`config.mk`:
```
export PLATFORM = sky130hd
export DESIGN_NAME = sbc_div
export DESIGN_NICKNAME = d
export VERILOG_FILES = /design/src/sv/spectrum_bin_colorizer_core_macros.svh /design/src/sv/sbc_pkg.sv /design/src/sv/sbc_div.sv
export SDC_FILE = /design/constraint.sdc
export NUM_CORES = 1
export LEC_CHECK = 0
export BUFFER_PORTS_ARGS = -buffer_cell sky130_fd_sc_hd__buf_2
export CORE_MARGIN = 2
export CORE_UTILIZATION = 52
export DETAILED_ROUTE_END_ITERATION = 10
export HOLD_SLACK_MARGIN = 0.03
export PLACE_DENSITY = 0.71
export SYNTH_ARGS = -nofsm -noshare
export SYNTH_HDL_FRONTEND = slang
export SYNTH_SLANG_ARGS = --single-unit
```
`constraint.sdc`:
```
create_clock -name clk -period 9 [get_ports clk]
set_clock_uncertainty 0.15 [all_clocks]
set_input_delay 0.45 -clock clk [delete_from_list [all_inputs] [get_ports clk]]
set_output_delay 0.45 -clock clk [all_outputs]
set_load 0.02 [all_outputs]
```
`src/sv/spectrum_bin_colorizer_core_macros.svh`:
```
// Assertion helpers for the spectrum bin colouriser.
// Each macro expects signals named clk and rst in the scope where it is used.
`ifndef SPECTRUM_BIN_COLORIZER_CORE_MACROS_SVH
`define SPECTRUM_BIN_COLORIZER_CORE_MACROS_SVH

`ifndef SYNTHESIS

// Same-cycle implication, disabled while reset is high.
`define SBC_ASSERT_IMPL(lbl, ante, cons, msg) \
  lbl: assert property (@(posedge clk) disable iff (rst) (ante) |-> (cons)) else $error(msg);

// Next-cycle implication, disabled while reset is high.
`define SBC_ASSERT_NEXT(lbl, ante, cons, msg) \
  lbl: assert property (@(posedge clk) disable iff (rst) (ante) |=> (cons)) else $error(msg);

`else

`define SBC_ASSERT_IMPL(lbl, ante, cons, msg)
`define SBC_ASSERT_NEXT(lbl, ante, cons, msg)

`endif

`endif

```
`src/sv/sbc_pkg.sv`:
```
package sbc_pkg;

  localparam int unsigned FFT_LENGTH_DEFAULT = 2048;

  // Configuration port: one 32-bit register at byte address 0.
  localparam int unsigned ADDR_W = 3;
  localparam logic [0:0] REG_DB_RANGE = 1'b0;
  localparam logic [7:0] DB_RANGE_RESET = 8'd85;

  // 5*log10(2) in Q16, rounded.
  localparam logic [16:0] DB_K = 17'd98642;

  localparam int unsigned FRAC_W = 16;
  localparam int unsigned L2_MAG_W = 23;
  localparam logic [L2_MAG_W-1:0] L2_ZERO_MAG = 23'(30 * 65536);

  localparam int unsigned DIV_W = 24;
  localparam int unsigned DIV_STEP = 4;
  localparam int unsigned DIV_STAGES = DIV_W / DIV_STEP;

  localparam logic [16:0] Q16_ONE = 17'h10000;
  localparam logic [16:0] HALF_SCALE = 17'h08000;
  localparam logic [23:0] RED_CLAMP = 24'(255 * 65536);
  localparam logic [7:0] FULL_LEVEL = 8'd255;

  typedef struct packed {
    logic        valid;
    logic [63:0] pw;
  } pw_beat_t;

  typedef struct packed {
    logic                valid;
    logic                neg;
    logic [L2_MAG_W-1:0] mag;
  } l2_beat_t;

  typedef struct packed {
    logic             valid;
    logic             neg;
    logic [DIV_W-1:0] quo;
  } quo_beat_t;

  typedef struct packed {
    logic       valid;
    logic [7:0] red;
    logic [7:0] green;
  } pix_beat_t;

  // Q16 base-2 logarithm, evaluated at elaboration for the length correction.
  function automatic logic [21:0] log2_q16(input logic [63:0] x);
    logic [5:0]  e;
    logic [63:0] m;
    logic [15:0] frac;
    e = 6'd0;
    for (int i = 0; i < 64; i++) begin
      if (x[i]) begin
        e = 6'(i);
      end
    end
    if (e >= 6'd30) begin
      m = x >> (e - 6'd30);
    end else begin
      m = x << (6'd30 - e);
    end
    frac = 16'd0;
    for (int j = 0; j < 16; j++) begin
      m = (m * m) >> 30;
      frac = {frac[14:0], 1'b0};
      if (m >= 64'h8000_0000) begin
        m = m >> 1;
        frac[0] = 1'b1;
      end
    end
    return {e, frac};
  endfunction

endpackage

```
`src/sv/sbc_div.sv`:
```
module sbc_div (
  input  logic               clk,
  input  logic               rst,
  input  logic               adv,
  input  logic [7:0]         db_range,
  input  sbc_pkg::l2_beat_t  l2_in,
  output sbc_pkg::quo_beat_t quo_out
);

  localparam int unsigned W = sbc_pkg::DIV_W;
  localparam int unsigned STEP = sbc_pkg::DIV_STEP;
  localparam int unsigned N = sbc_pkg::DIV_STAGES;

  logic [7:0]  divisor;
  logic [39:0] prod;
  logic        f_valid;
  logic        f_neg;
  logic [W-1:0] f_t;

  assign divisor = (db_range == 8'd0) ? 8'd1 : db_range;
  assign prod    = {17'd0, l2_in.mag} * {23'd0, sbc_pkg::DB_K};

  always_ff @(posedge clk) begin
    if (rst) begin
      f_valid <= 1'b0;
    end else if (adv) begin
      f_valid <= l2_in.valid;
    end
  end

  // Dropping 16 bits first does not change the truncated quotient.
  always_ff @(posedge clk) begin
    if (adv) begin
      f_neg <= l2_in.neg;
      f_t   <= prod[39:16];
    end
  end

  logic         dv_valid [N];
  logic         dv_neg   [N];
  logic [7:0]   dv_rem   [N];
  logic [W-1:0] dv_t     [N];
  logic [W-1:0] dv_q     [N];

  genvar i;
  for (i = 0; i < N; i++) begin : g_stage
    logic         v_src;
    logic         n_src;
    logic [7:0]   r_src;
    logic [W-1:0] t_src;
    logic [W-1:0] q_src;
    logic [7:0]   r;
    logic [8:0]   r9;
    logic [STEP-1:0] qb;

    if (i == 0) begin : g_first
      assign v_src = f_valid;
      assign n_src = f_neg;
      assign r_src = 8'd0;
      assign t_src = f_t;
      assign q_src = '0;
    end else begin : g_next
      assign v_src = dv_valid[i-1];
      assign n_src = dv_neg[i-1];
      assign r_src = dv_rem[i-1];
      assign t_src = dv_t[i-1];
      assign q_src = dv_q[i-1];
    end

    always_comb begin
      r  = r_src;
      r9 = 9'd0;
      qb = '0;
      for (int b = 0; b < STEP; b++) begin
        r9 = {r, t_src[W-1-b]};
        if (r9 >= {1'b0, divisor}) begin
          r9 = r9 - {1'b0, divisor};
          qb[STEP-1-b] = 1'b1;
        end
        r = r9[7:0];
      end
    end

    always_ff @(posedge clk) begin
      if (rst) begin
        dv_valid[i] <= 1'b0;
      end else if (adv) begin
        dv_valid[i] <= v_src;
      end
    end

    always_ff @(posedge clk) begin
      if (adv) begin
        dv_neg[i] <= n_src;
        dv_rem[i] <= r;
        dv_t[i]   <= t_src << STEP;
        dv_q[i]   <= {q_src[W-STEP-1:0], qb};
      end
    end
  end

  assign quo_out.valid = dv_valid[N-1];
  assign quo_out.neg   = dv_neg[N-1];
  assign quo_out.quo   = dv_q[N-1];

endmodule

```
# [After elaboration in Yosys (flattened, before gate mapping)]
# Memory sizes are Yosys's and may differ from the RTL's.
# Cells that the tools add are included.
# W data, S select, Z words.
[word_totals] word_cells=125 mem_bits_ro=0 memories=5 latchBits=0 mem_bits_rw=324 regBits=26
[memory_table] memory="dv_q" words=6 width=24 read_ports=6 rd_clocked_by_memory_dff=0 write_ports=6 line_no="sbc_div.sv:43" source="logic [W-1:0] dv_q [N];"
[memory_table] memory="dv_t" words=6 width=20 read_ports=5 rd_clocked_by_memory_dff=0 write_ports=6 line_no="sbc_div.sv:42" source="logic [W-1:0] dv_t [N];"
[memory_table] memory="dv_rem" words=6 width=8 read_ports=5 rd_clocked_by_memory_dff=0 write_ports=6 line_no="sbc_div.sv:41" source="logic [7:0] dv_rem [N];"
[memory_table] memory="dv_neg" words=6 width=1 read_ports=6 rd_clocked_by_memory_dff=0 write_ports=6 line_no="sbc_div.sv:40" source="logic dv_neg [N];"
[memory_table] memory="dv_valid" words=6 width=1 read_ports=6 rd_clocked_by_memory_dff=0 write_ports=6 line_no="sbc_div.sv:39" source="logic dv_valid [N];"
[classes] div_mod_pow=0 n_addsub=24 shifts=0 muxes=61 magnitude_cmp=24 n_reduce_logical=1 mul=1 n_eq_ne=0 n_bitwise=6
[ops] operator="$ge A9 B8 Y1" count=23
[ops] operator="$mux W8" count=25
[ops] operator="$sub A8 B8 Y8" count=23
[ops] operator="$mul A23 B16 Y39 const B" count=1
[ops] operator="$mux W1" count=36
[ops] operator="$ge A1 B8 Y1" count=1
[ops] operator="$logic_not A8 Y1" count=1
[ops] operator="$sub A1 B8 Y8" count=1
[ops] operator="$or A1 B1 Y1" count=6

# [Logic depth before layout (Yosys ltp)]
# Gate-level depths: netlist of the first run.
[logic_depth] ltp_word=10 depth_mapped=47 mapped_depth_nobuf=45

# [Worst setup path before layout of the first run]
# No wires, ideal clock.
[synth_path] path_kind="input-to-reg" start="in db_range[1]" end="mem dv_rem[2][1], data pin" path_slack_ns=-0.490 path_stages=37 t_arrival_ns=9.080 required_time_ns=8.590 n_path_buf=3 cell_sequence="inv_1 > a21o_1 > ha_1 > nor2b_1 > o21ai_0 > a211oi_1 > clkbuf_1 > mux2_2 > ha_1 > o21a_1 > o31a_1 > o31a_1 > o21ai_0 > nand2b_1 > a21boi_0 > clkbuf_1 > mux2_2 > inv_1 > ha_1 > a21o_1 > a221o_1 > a21oi_1 > o21ai_0 > a41o_1 > a221o_1 > clkbuf_1 > mux2_2 > ha_1 > a21o_1 > a21oi_1 > o21ai_0 > a21o_1 > a21o_1 > a41o_1 > a21oi_1 > nand2_1 > mux2_2"
[synth_lines] element="start, declared" line_no="sbc_div.sv:5" source="input logic [7:0] db_range,"
[synth_lines] element="end, declared" line_no="sbc_div.sv:41"

==> flow_summary.rst, run 1 <==
.. list-table::
   :header-rows: 1

   * - Metric
     - Value
   * - Run status
     - finished clean
   * - Synthesized netlist net count
     - 2497
   * - Post-synth top area share
     - 31.7%
   * - Number of nets still failing antenna checks after routing
     - 0
   * - Total of flip-flops plus latches after synthesis
     - about 220
   * - H-tree Lvls
     - 1
   * - Req. time, crit path
     - ~9 ns
   * - Number of cells traversed by the worst hold path
     - 0
   * - Commonest cells after routing, fill and taps aside
     - sky130_fd_sc_hd__ha_1 (380), sky130_fd_sc_hd__inv_1 (241), sky130_fd_sc_hd__edfxtp_1 (221)
   * - Share of post-route cells with drive strength above 1
     - between 10% and 20%
   * - FF-to-FF Start
     - dv_rem[3][2]
   * - Placed cell count
     - 2628
   * - Hold path startpoint
     - dv_q[2][6]
   * - Count of flip-flops with a built-in enable after synthesis
     - 221
   * - Clock tree from TritonCTS
     - done
   * - Primary flip-flop cell chosen by synthesis mapping
     - sky130_fd_sc_hd__edfxtp_1
   * - Crit Path Max Fanout
     - 17
   * - Cell occurring most often along the worst timing path
     - sky130_fd_sc_hd__a21oi_1
   * - WL final
     - between 40000 and 50000 um
   * - CTS Root Buffer Type
     - sky130_fd_sc_hd__clkbuf_16
   * - Syn. warnings
     - 0
   * - Core area
     - 39700 um2
   * - Largest area contributor in the netlist
     - sky130_fd_sc_hd__edfxtp_1
   * - Worst r2r dst
     - dv_rem[4][4]
   * - Wire length of the first global-routing pass
     - around 76000 um
   * - End point of the most critical hold path
     - dv_q[3][10]
   * - Count of endpoints failing setup in the final report
     - 0
   * - Post-synthesis instance area
     - 20900 um2
   * - Master of the slowest instance on the critical path
     - sky130_fd_sc_hd__a2111o_1
   * - Clock tree buffer depth
     - 3
   * - Count of inserted antenna diode cells
     - 0
   * - Number of nets in the final layout
     - 2633
   * - Normalized max-slew margin
     - around a third
   * - Commonest non-fill, non-tap cell in the layout
     - sky130_fd_sc_hd__ha_1
   * - Top achievable clock speed
     - ~120 MHz
   * - Largest cells by area after synthesis
     - sky130_fd_sc_hd__edfxtp_1 (32%), sky130_fd_sc_hd__ha_1 (23%), sky130_fd_sc_hd__fa_1 (8.0%)
   * - Portion of the post-synthesis area used by sequential elements
     - 31.8%
   * - Gr usage total
     - 22.6%
   * - Measured slew at the worst slew-check pin
     - just under 1 ns
   * - Layout Area Growth over Synthesis
     - 11.1%
   * - Arrival time at the worst endpoint
     - 8.50 ns
   * - Vias in the first global route
     - 15000
   * - Via-per-instance ratio
     - roughly 5.6
   * - Setup crit end kind
     - register
   * - Count of input and output buffers
     - 61
   * - Fraction of the cycle the final worst path needs
     - approximately 93%
   * - Die area
     - roughly 42000 um2
   * - Critical path class
     - register to register
   * - Clock latency reported for the late side of the worst-skew pair
     - 0.54 ns
   * - Setup repair after global routing missed its margin
     - no
   * - Iteration-0 DRC count of the detailed router
     - 881
   * - DRT Pass-1 Iters
     - 5
   * - Initial core utilization
     - 52.6%
   * - Max-slew violation total from the final report
     - 0
   * - Routability Congestion
     - a little under 0.9
   * - Via total after detailed routing
     - 15000
   * - Mean Syn Cell Area
     - 10.5 um2
   * - Share of synthesized registers carrying an async set or reset
     - 0%
   * - Post-detailed-route DRC marker count
     - 0
   * - CP peak stage delay
     - 0.51 ns
   * - Number of clock buffers inserted by TritonCTS
     - 24
   * - Count of clock tree sinks
     - 222
   * - Total global routing overflow
     - 0
   * - Post-DP HPWL
     - around 37000 um
   * - Maximum number of pins on one net before global-route repair
     - 88
   * - Worst reg-to-reg setup slack
     - 0.61 ns
   * - FP Rows
     - 73
   * - Horizontal extent of the die
     - roughly 200 um
   * - Die Y
     - between 200 and 250 um
   * - Syn Inst Count
     - 1997
   * - Maximum capacitance violations
     - 0
   * - Detailed-route wire length per cell
     - about 17 um
   * - Finished Layout Cells
     - ~2700
   * - Number of fillers in the final layout
     - between 3000 and 4000
   * - # IOs
     - 62
   * - Crit path launch type
     - register
   * - Reg2reg path depth
     - 36
   * - Post-synthesis cell type count
     - 70
   * - Tmin final
     - 8.39 ns
   * - Clock Pin Slew Worst Setup and Hold Paths
     - around 0.07 ns
   * - Final Hold Violating Endpoints
     - 0
   * - Hold/Removal Path Class
     - register to register
   * - Antenna violations before repair
     - 0
-- final cells by class --
type                       count  area, um2  area share, %
clock buffer                  28        637           2.74
clock inverter                15        185          0.797
inverter                     242        912           3.92
multi-input combinational   1509      13300           57.3
sequential                   222       6660           28.6
tap                          525        657           2.83
timing repair buffer         134        871           3.75
-- how the worst max path moves through the flow --
stage	from	end	cells past startpoint
2_1_floorplan	db_range[1]	dv_rem[2][1]	37
6_report	dv_rem[3][2]	dv_rem[4][4]	36
3_5_place_dp	db_range[2]	dv_rem[1][3]	43
5_1_grt	db_range[2]	dv_rem[3][4]	39
3_3_place_gp	db_range[7]	dv_rem[1][4]	43
4_1_cts	db_range[2]	dv_rem[1][3]	43
-- through the flow --
stage          utilization [%]  cell area, um2  hold WS (ns)  setup TNS, ns  setup WS [ns]
5_1_grt                   58.5           23200         0.272              0         0.0100
4_1_cts                   58.4           23200         0.265              0          0.317
2_1_floorplan                -           20900         0.250              0         0.0579
6_report                  58.5           23200         0.263              0          0.606
3_5_place_dp              56.2           22300         0.255          -2.04         -0.238
3_3_place_gp              56.2           22300         0.250         -0.174        -0.0523
-- cells by family after synthesis --
kind of cell	count (synthesis)	share of synthesized area (%)
buf+inv	266	4.84
xor+xnor	128	5.36
mux	91	4.79
flops	222	31.8
compound gates	432	12.9
fa+ha+maj	464	30.8
simple gates	394	9.53
-- worst max-delay path, delay by kind of cell (launching register included) --
kind	cells	cell delay, ns
muxes	2	0.46
AOI/OAI and AO/OA	20	4.42
adders and majority gates	4	1.26
and+or+nand+nor	5	0.51
DFF	1	0.45
buffers and inverters	5	0.83
-- routing by layer --
metal	track usage, %	vias up	share of wire [%]
met4	6.86	0	2.8
met5	0	-	0
met2	39.0	265	48
met3	2.10	78	3.3
li1	-	7496	-
met1	30.1	7121	46
-- sequential cells by signal, summed over array words and instances, names as in the netlist --
register,cells
f_valid,1
dv_q,84
dv_rem,40
dv_neg,6
f_t,24
f_neg,1
dv_valid,6
dv_t,60
-- Yosys cell counts, types with 8 or more instances --
cell type                  instances
sky130_fd_sc_hd__ha_1            380
sky130_fd_sc_hd__inv_1           242
sky130_fd_sc_hd__edfxtp_1        221
sky130_fd_sc_hd__a21oi_1         126
sky130_fd_sc_hd__o21ai_0         121
sky130_fd_sc_hd__nor2_1          109
sky130_fd_sc_hd__xnor2_1          88
sky130_fd_sc_hd__fa_1             84
sky130_fd_sc_hd__nand2_1          70
sky130_fd_sc_hd__mux2_2           64
sky130_fd_sc_hd__nor2b_1          45
sky130_fd_sc_hd__a21o_1           44
sky130_fd_sc_hd__xor2_1           40
sky130_fd_sc_hd__nor3_1           29
sky130_fd_sc_hd__nand2b_1         27
sky130_fd_sc_hd__mux2i_1          24
sky130_fd_sc_hd__nand3_1          24
sky130_fd_sc_hd__nand4_1          24
sky130_fd_sc_hd__o21a_1           23
sky130_fd_sc_hd__clkbuf_1         17
sky130_fd_sc_hd__and2_1           16
sky130_fd_sc_hd__a211oi_1         13
sky130_fd_sc_hd__or3_1            13
sky130_fd_sc_hd__o21bai_1         12
sky130_fd_sc_hd__or2_2            11
sky130_fd_sc_hd__o211ai_1         10
sky130_fd_sc_hd__a21boi_0          8
sky130_fd_sc_hd__and3_1            8
sky130_fd_sc_hd__o221ai_1          8
sky130_fd_sc_hd__o31a_1            8
sky130_fd_sc_hd__o31ai_1           8
-- timing repair --
| action | in CTS | in global routing |
|---|---|---|
| resized for setup | 0 | 19 |
| endpoints found under the hold margin | 2 | 0 |
| hold buffers | 3 | 0 |
| buffers inserted | 0 | 1 |
| setup endpoints to repair | 0 | 38 |
Power of run 1 is not shown: default switching activity piles up to over one toggle a cycle in this logic, so the estimate is an artifact.
==> run 2: changes to the inputs <==
Settings changed: CORE_UTILIZATION 52 to 40, PLACE_DENSITY 0.71 to not set.
==> run 2 against run 1 <==
Clock-buffer cell count decreased by 1; die area grew 29%; critical path depth is 3 lower; cell area grew 1.3%; register-to-register slack worse by 0.15 ns; sequential cell count stayed put; final cell count rose by 6.6%; worst setup slack worse by 0.15 ns; via count rose by 0.92%; maximum frequency is 1.8% lower; utilization shrank 13 points.
==> flow_summary.rst, run 2 (synthesis gave the netlist of run 1 again) <==
.. list-table::
   :header-rows: 1

   * - Metric
     - Value
   * - Run status
     - finished clean
   * - Commonest cells after routing, fill and taps aside
     - sky130_fd_sc_hd__ha_1 (380), sky130_fd_sc_hd__inv_1 (241), sky130_fd_sc_hd__edfxtp_1 (221)
   * - Clock tree buffer depth
     - 3
   * - Count of inserted antenna diode cells
     - 0
   * - Horizontal extent of the die
     - 233 um
   * - Master of the slowest instance on the critical path
     - sky130_fd_sc_hd__edfxtp_1
   * - H-tree Lvls
     - 1
   * - Number of fillers in the final layout
     - 4896
   * - Core area
     - slightly above 50000 um2
   * - Clock Pin Slew Worst Setup and Hold Paths
     - 0.07 ns
   * - Die Y
     - 233 um
   * - Count of endpoints failing setup in the final report
     - 0
   * - Crit Path Max Fanout
     - 11
   * - Maximum number of pins on one net before global-route repair
     - 97
   * - Clock tree from TritonCTS
     - done
   * - Via total after detailed routing
     - 15100
   * - Detailed-route wire length per cell
     - roughly 17 um
   * - Top achievable clock speed
     - 117 MHz
   * - Final Hold Violating Endpoints
     - 0
   * - FP Rows
     - 83
   * - Vias in the first global route
     - 15200
   * - Number of nets still failing antenna checks after routing
     - 0
   * - Hold/Removal Path Class
     - register to register
   * - # IOs
     - 62
   * - Total global routing overflow
     - 0
   * - Req. time, crit path
     - 9.15 ns
   * - Critical path class
     - register to register
   * - Commonest non-fill, non-tap cell in the layout
     - sky130_fd_sc_hd__ha_1
   * - Layout Area Growth over Synthesis
     - 12.6%
   * - Tmin final
     - 8.55 ns
   * - Wire length of the first global-routing pass
     - 78200 um
   * - Count of clock tree sinks
     - 222
   * - Iteration-0 DRC count of the detailed router
     - 733
   * - Setup crit end kind
     - register
   * - Worst hold slack after final layout
     - about 0.26 ns
   * - Number of clock buffers inserted by TritonCTS
     - 25
   * - Number of nets in the final layout
     - 2654
   * - Top flop regs
     - dv_q (84), dv_t (60), dv_rem (40)
   * - Initial core utilization
     - 40.6%
   * - Normalized max-slew margin
     - 44.1%
   * - Arrival time at the worst endpoint
     - 8.70 ns
   * - Count of input and output buffers
     - slightly above 60
   * - Maximum capacitance violations
     - 0
   * - WL final
     - 48300 um
   * - CTS Root Buffer Type
     - sky130_fd_sc_hd__clkbuf_16
   * - Crit path launch type
     - register
   * - Fraction of the cycle the final worst path needs
     - 95.0%
   * - DRT Pass-1 Iters
     - 5
   * - Setup TNS
     - 0 ns
   * - CP peak stage delay
     - 0.41 ns
   * - Antenna violations before repair
     - 0
   * - Die area
     - 54100 um2
   * - Max-slew violation total from the final report
     - 0
   * - Via-per-instance ratio
     - 5.30
   * - Routability Congestion
     - between 0.8 and 0.9
   * - Share of post-route cells with drive strength above 1
     - 13.3%
   * - Post-detailed-route DRC marker count
     - 0
   * - Measured slew at the worst slew-check pin
     - ~0.84 ns
   * - Clock latency reported for the late side of the worst-skew pair
     - between 0.5 and 0.6 ns
   * - Largest register by flop count
     - dv_q
   * - Cell occurring most often along the worst timing path
     - sky130_fd_sc_hd__a21o_1
   * - Flip-flop count of the largest register, all copies and words added
     - 84
   * - Gr usage total
     - roughly 18%
   * - Post-DP HPWL
     - 38300 um
==> run 2: changes by cell type in the layout (fill, tap and decap cells not counted), moves of 2 or more <==
cell | before | now
sky130_fd_sc_hd__a21oi_1 | 125 | 123
sky130_fd_sc_hd__a21oi_2 | 1 | 3
sky130_fd_sc_hd__buf_4 | 70 | 89
sky130_fd_sc_hd__bufinv_16 | 4 | 2
sky130_fd_sc_hd__clkinv_2 | 4 | 2
sky130_fd_sc_hd__clkinvlp_4 | 2 | 4
sky130_fd_sc_hd__inv_6 | 2 | 5
sky130_fd_sc_hd__o21ai_0 | 113 | 109
sky130_fd_sc_hd__o21ai_1 | 7 | 11
==> run 2: final cells by class <==
cell class / count / area [um2] / share of cell area (%)
multi-input cells: 1510 / 13300 / 56.6
flip-flops and latches: 222 / 6660 / 28.3
repair buffers: 153 / 1010 / 4.30
inverters: 242 / 912 / 3.87
well taps: 680 / 851 / 3.61
clock buffers: 27 / 633 / 2.69
clock inverters: 17 / 165 / 0.701
==> run 2: critical path, delay by kind of cell (launching register included) <==
| kind | cells | cell delay [ns] |
|---|---|---|
| AO/OA/AOI/OAI | 21 | 4.47 |
| AND/OR/NAND/NOR | 2 | 0.26 |
| flip-flops | 1 | 0.41 |
| adder cells (fa/ha/maj) | 4 | 1.29 |
| multiplexers | 4 | 1.43 |
| buffers and inverters | 2 | 0.28 |
==> run 2: final timing paths <==
kind,startpoint,to,slack [ns],depth (start not counted)
worst min register to register,dv_q[4][16],dv_q[5][20],0.26,0
worst min-delay path,dv_q[4][16],dv_q[5][20],0.26,0
worst max register to register,dv_rem[1][5],dv_rem[2][1],0.45,33
worst max-delay path,dv_rem[1][5],dv_rem[2][1],0.45,33
==> run 2: per-layer routing <==
metal	GRT usage [%]	vias to the layer above	routed length (um)
met4	5.53	0	1350
met3	1.50	76	1690
met5	0	-	0
met2	32.3	266	23700
met1	22.8	7221	21500
li1	-	7535	-
==> run 2: through the flow <==
step / std cells / setup slack, ns / instance area, um2 / utilization (%)
6_report: 2851 / 0.451 / 23500 / 45.7
5_1_grt: 2851 / -0.0134 / 23500 / 45.7
4_1_cts: 2847 / 0.272 / 23500 / 45.6
3_5_place_dp: 2800 / -0.274 / 22700 / 44.0
3_3_place_gp: 2800 / -0.0705 / 22700 / 44.0
2_1_floorplan: 1997 / 0.0579 / 20900 / -
==> run 2: repair_timing <==
| action | in CTS | in global routing |
|---|---|---|
| setup buffers | 0 | 3 |
| hold buffers | 3 | 0 |
| gates resized for setup | 0 | 22 |
| hold endpoints to repair | 2 | 0 |
| setup endpoints to repair | 0 | 42 |
Power of run 2 is left out for the same reason.
==> run 3: changes to the inputs <==
Settings changed: BUFFER_PORTS_ARGS -buffer_cell sky130_fd_sc_hd__buf_2 to -buffer_cell sky130_fd_sc_hd__clkbuf_2, CTS_BUF_LIST set to sky130_fd_sc_hd__clkbuf_4 sky130_fd_sc_hd__clkbuf_8.
==> run 3 against run 2 <==
Utilization about the same; register-to-register slack improved by 0.02 ns; non-clock buffer count decreased by 5; via count increased by 0.44%; global-route usage decreased by 0.21 points; routed wire length decreased by 1.7%; critical path depth increased by 4; maximum frequency increased by 0.18%; sequential share of layout area about the same; critical path type unchanged; critical endpoint is now dv_rem[2][5]; highest routed layer unchanged.
==> flow_summary.rst, run 3 (synthesis gave the netlist of run 1 again) <==
.. list-table::
   :header-rows: 1

   * - Metric
     - Value
   * - Crit path launch type
     - register
   * - Largest register by flop count
     - dv_q
   * - Final instance area
     - 23500 um2
   * - Tmin final
     - 8.53 ns
   * - Number of nets still failing antenna checks after routing
     - 0
   * - Via total after detailed routing
     - 15200
   * - Top achievable clock speed
     - 117 MHz
   * - Count of input and output buffers
     - 61
   * - Hold/Removal Path Class
     - input pin to register
   * - CP peak stage delay
     - 0.45 ns
   * - Horizontal extent of the die
     - 233 um
   * - CTS Root Buffer Type
     - sky130_fd_sc_hd__clkbuf_8
   * - Vias in the first global route
     - 15100
   * - FF-to-FF Start
     - dv_rem[1][0]
   * - Top delay family on crit path
     - compound AO/OA/AOI/OAI gates
   * - Arrival time at the worst endpoint
     - between 8 and 9 ns
   * - Routability Congestion
     - 0.851
   * - Top flop regs
     - dv_q (84), dv_t (60), dv_rem (40)
   * - Share of post-route cells with drive strength above 1
     - 13.7%
   * - Total cell area at the placement stage
     - 22700 um2
   * - Normalized max-slew margin
     - 49.5%
   * - WL final
     - ~47000 um
   * - Count of endpoints failing setup in the final report
     - 0
   * - Initial core utilization
     - 40.6%
   * - Maximum capacitance violations
     - 0
   * - Layout Area Growth over Synthesis
     - 12.5%
   * - Critical path class
     - register to register
   * - Req. time, crit path
     - 9.17 ns
   * - Wire length of the first global-routing pass
     - 76900 um
   * - Hold path startpoint
     - adv
   * - Iteration-0 DRC count of the detailed router
     - 673
   * - Core area
     - 51500 um2
   * - Clock latency reported for the late side of the worst-skew pair
     - 0.57 ns
   * - Post-detailed-route DRC marker count
     - 0
   * - Final Util
     - 45.7%
   * - Antenna violations before repair
     - 1
   * - Count of clock tree sinks
     - 222
   * - Post-DP HPWL
     - 36900 um
   * - Number of nets in the final layout
     - between 2000 and 3000
   * - Max-slew violation total from the final report
     - 0
   * - Final Hold Violating Endpoints
     - 0
   * - Run status
     - finished clean
   * - Commonest cells after routing, fill and taps aside
     - sky130_fd_sc_hd__ha_1 (380), sky130_fd_sc_hd__inv_1 (241), sky130_fd_sc_hd__edfxtp_1 (221)
   * - DRT Pass-1 Iters
     - 5
   * - Total global routing overflow
     - 0
   * - Die Y
     - 233 um
   * - Commonest non-fill, non-tap cell in the layout
     - sky130_fd_sc_hd__ha_1
   * - Via-per-instance ratio
     - 5.28
   * - Clock tree buffer depth
     - 3
   * - Number of fillers in the final layout
     - 4847
   * - Maximum number of pins on one net before global-route repair
     - approximately 130
   * - H-tree Lvls
     - 2
   * - FP Rows
     - 83
   * - Gr usage total
     - 17.8%
   * - Detailed-route wire length per cell
     - 16.5 um
   * - Setup crit end kind
     - register
   * - Fraction of the cycle the final worst path needs
     - 94.8%
   * - Number of clock buffers inserted by TritonCTS
     - 41
   * - CP Launch Point
     - dv_rem[1][0]
   * - Clock Pin Slew Worst Setup and Hold Paths
     - 0.06 ns
   * - # IOs
     - 62
   * - CP bufs+invs
     - 3
   * - Crit Path Max Fanout
     - 11
   * - Master of the slowest instance on the critical path
     - sky130_fd_sc_hd__edfxtp_1
   * - Measured slew at the worst slew-check pin
     - around 0.76 ns
   * - Clock tree from TritonCTS
     - done
   * - Die area
     - 54100 um2
   * - Flip-flop count of the largest register, all copies and words added
     - 84
[run 3: worst paths after layout]
| path | slack [ns] | endpoint | cells past startpoint |
|---|---|---|---|
| worst min register to register | 0.26 | dv_t[0][18] | 0 |
| worst max-delay path | 0.47 | dv_rem[2][5] | 37 |
| worst max register to register | 0.47 | dv_rem[2][5] | 37 |
| worst min-delay path | 0.24 | dv_q[0][1] | 1 |
[run 3: timing repair]
action                     4_1_cts  5_1_grt
gates resized for setup          0       11
hold buffers                     3        0
buffers inserted                 0        1
setup endpoints to repair        0       33
hold endpoints to repair         2        0
[run 3: per-stage QoR]
stage | cells | setup WS (ns) | hold slack, ns | setup TNS (ns)
floorplan | 1997 | 0.0579 | 0.250 | 0
global placement | 2797 | 0.125 | 0.251 | 0
detailed placement | 2797 | -0.156 | 0.255 | -1.05
CTS | 2870 | 0.302 | 0.251 | 0
global route | 2873 | -0.0278 | 0.269 | -0.0822
finish | 2873 | 0.466 | 0.235 | 0
[run 3: routing by layer]
layer	GRT usage (%)	routed length, um	up-vias
met3	2.06	1950	118
met1	22.3	21100	7115
met4	7.54	1980	0
met5	0	0	-
met2	30.8	22400	350
li1	-	-	7582
[run 3: layout make-up]
class	count	area (um2)	share of cell area [%]
Antenna cell	1	2.50	0.0106
Clock buffer	45	594	2.53
Multi-Input combinational cell	1510	13300	56.5
Clock inverter	25	216	0.920
Inverter	242	912	3.88
Timing Repair Buffer	148	1000	4.25
Sequential cell	222	6660	28.3
Tap cell	680	851	3.62
Power of run 3 is left out for the same reason.
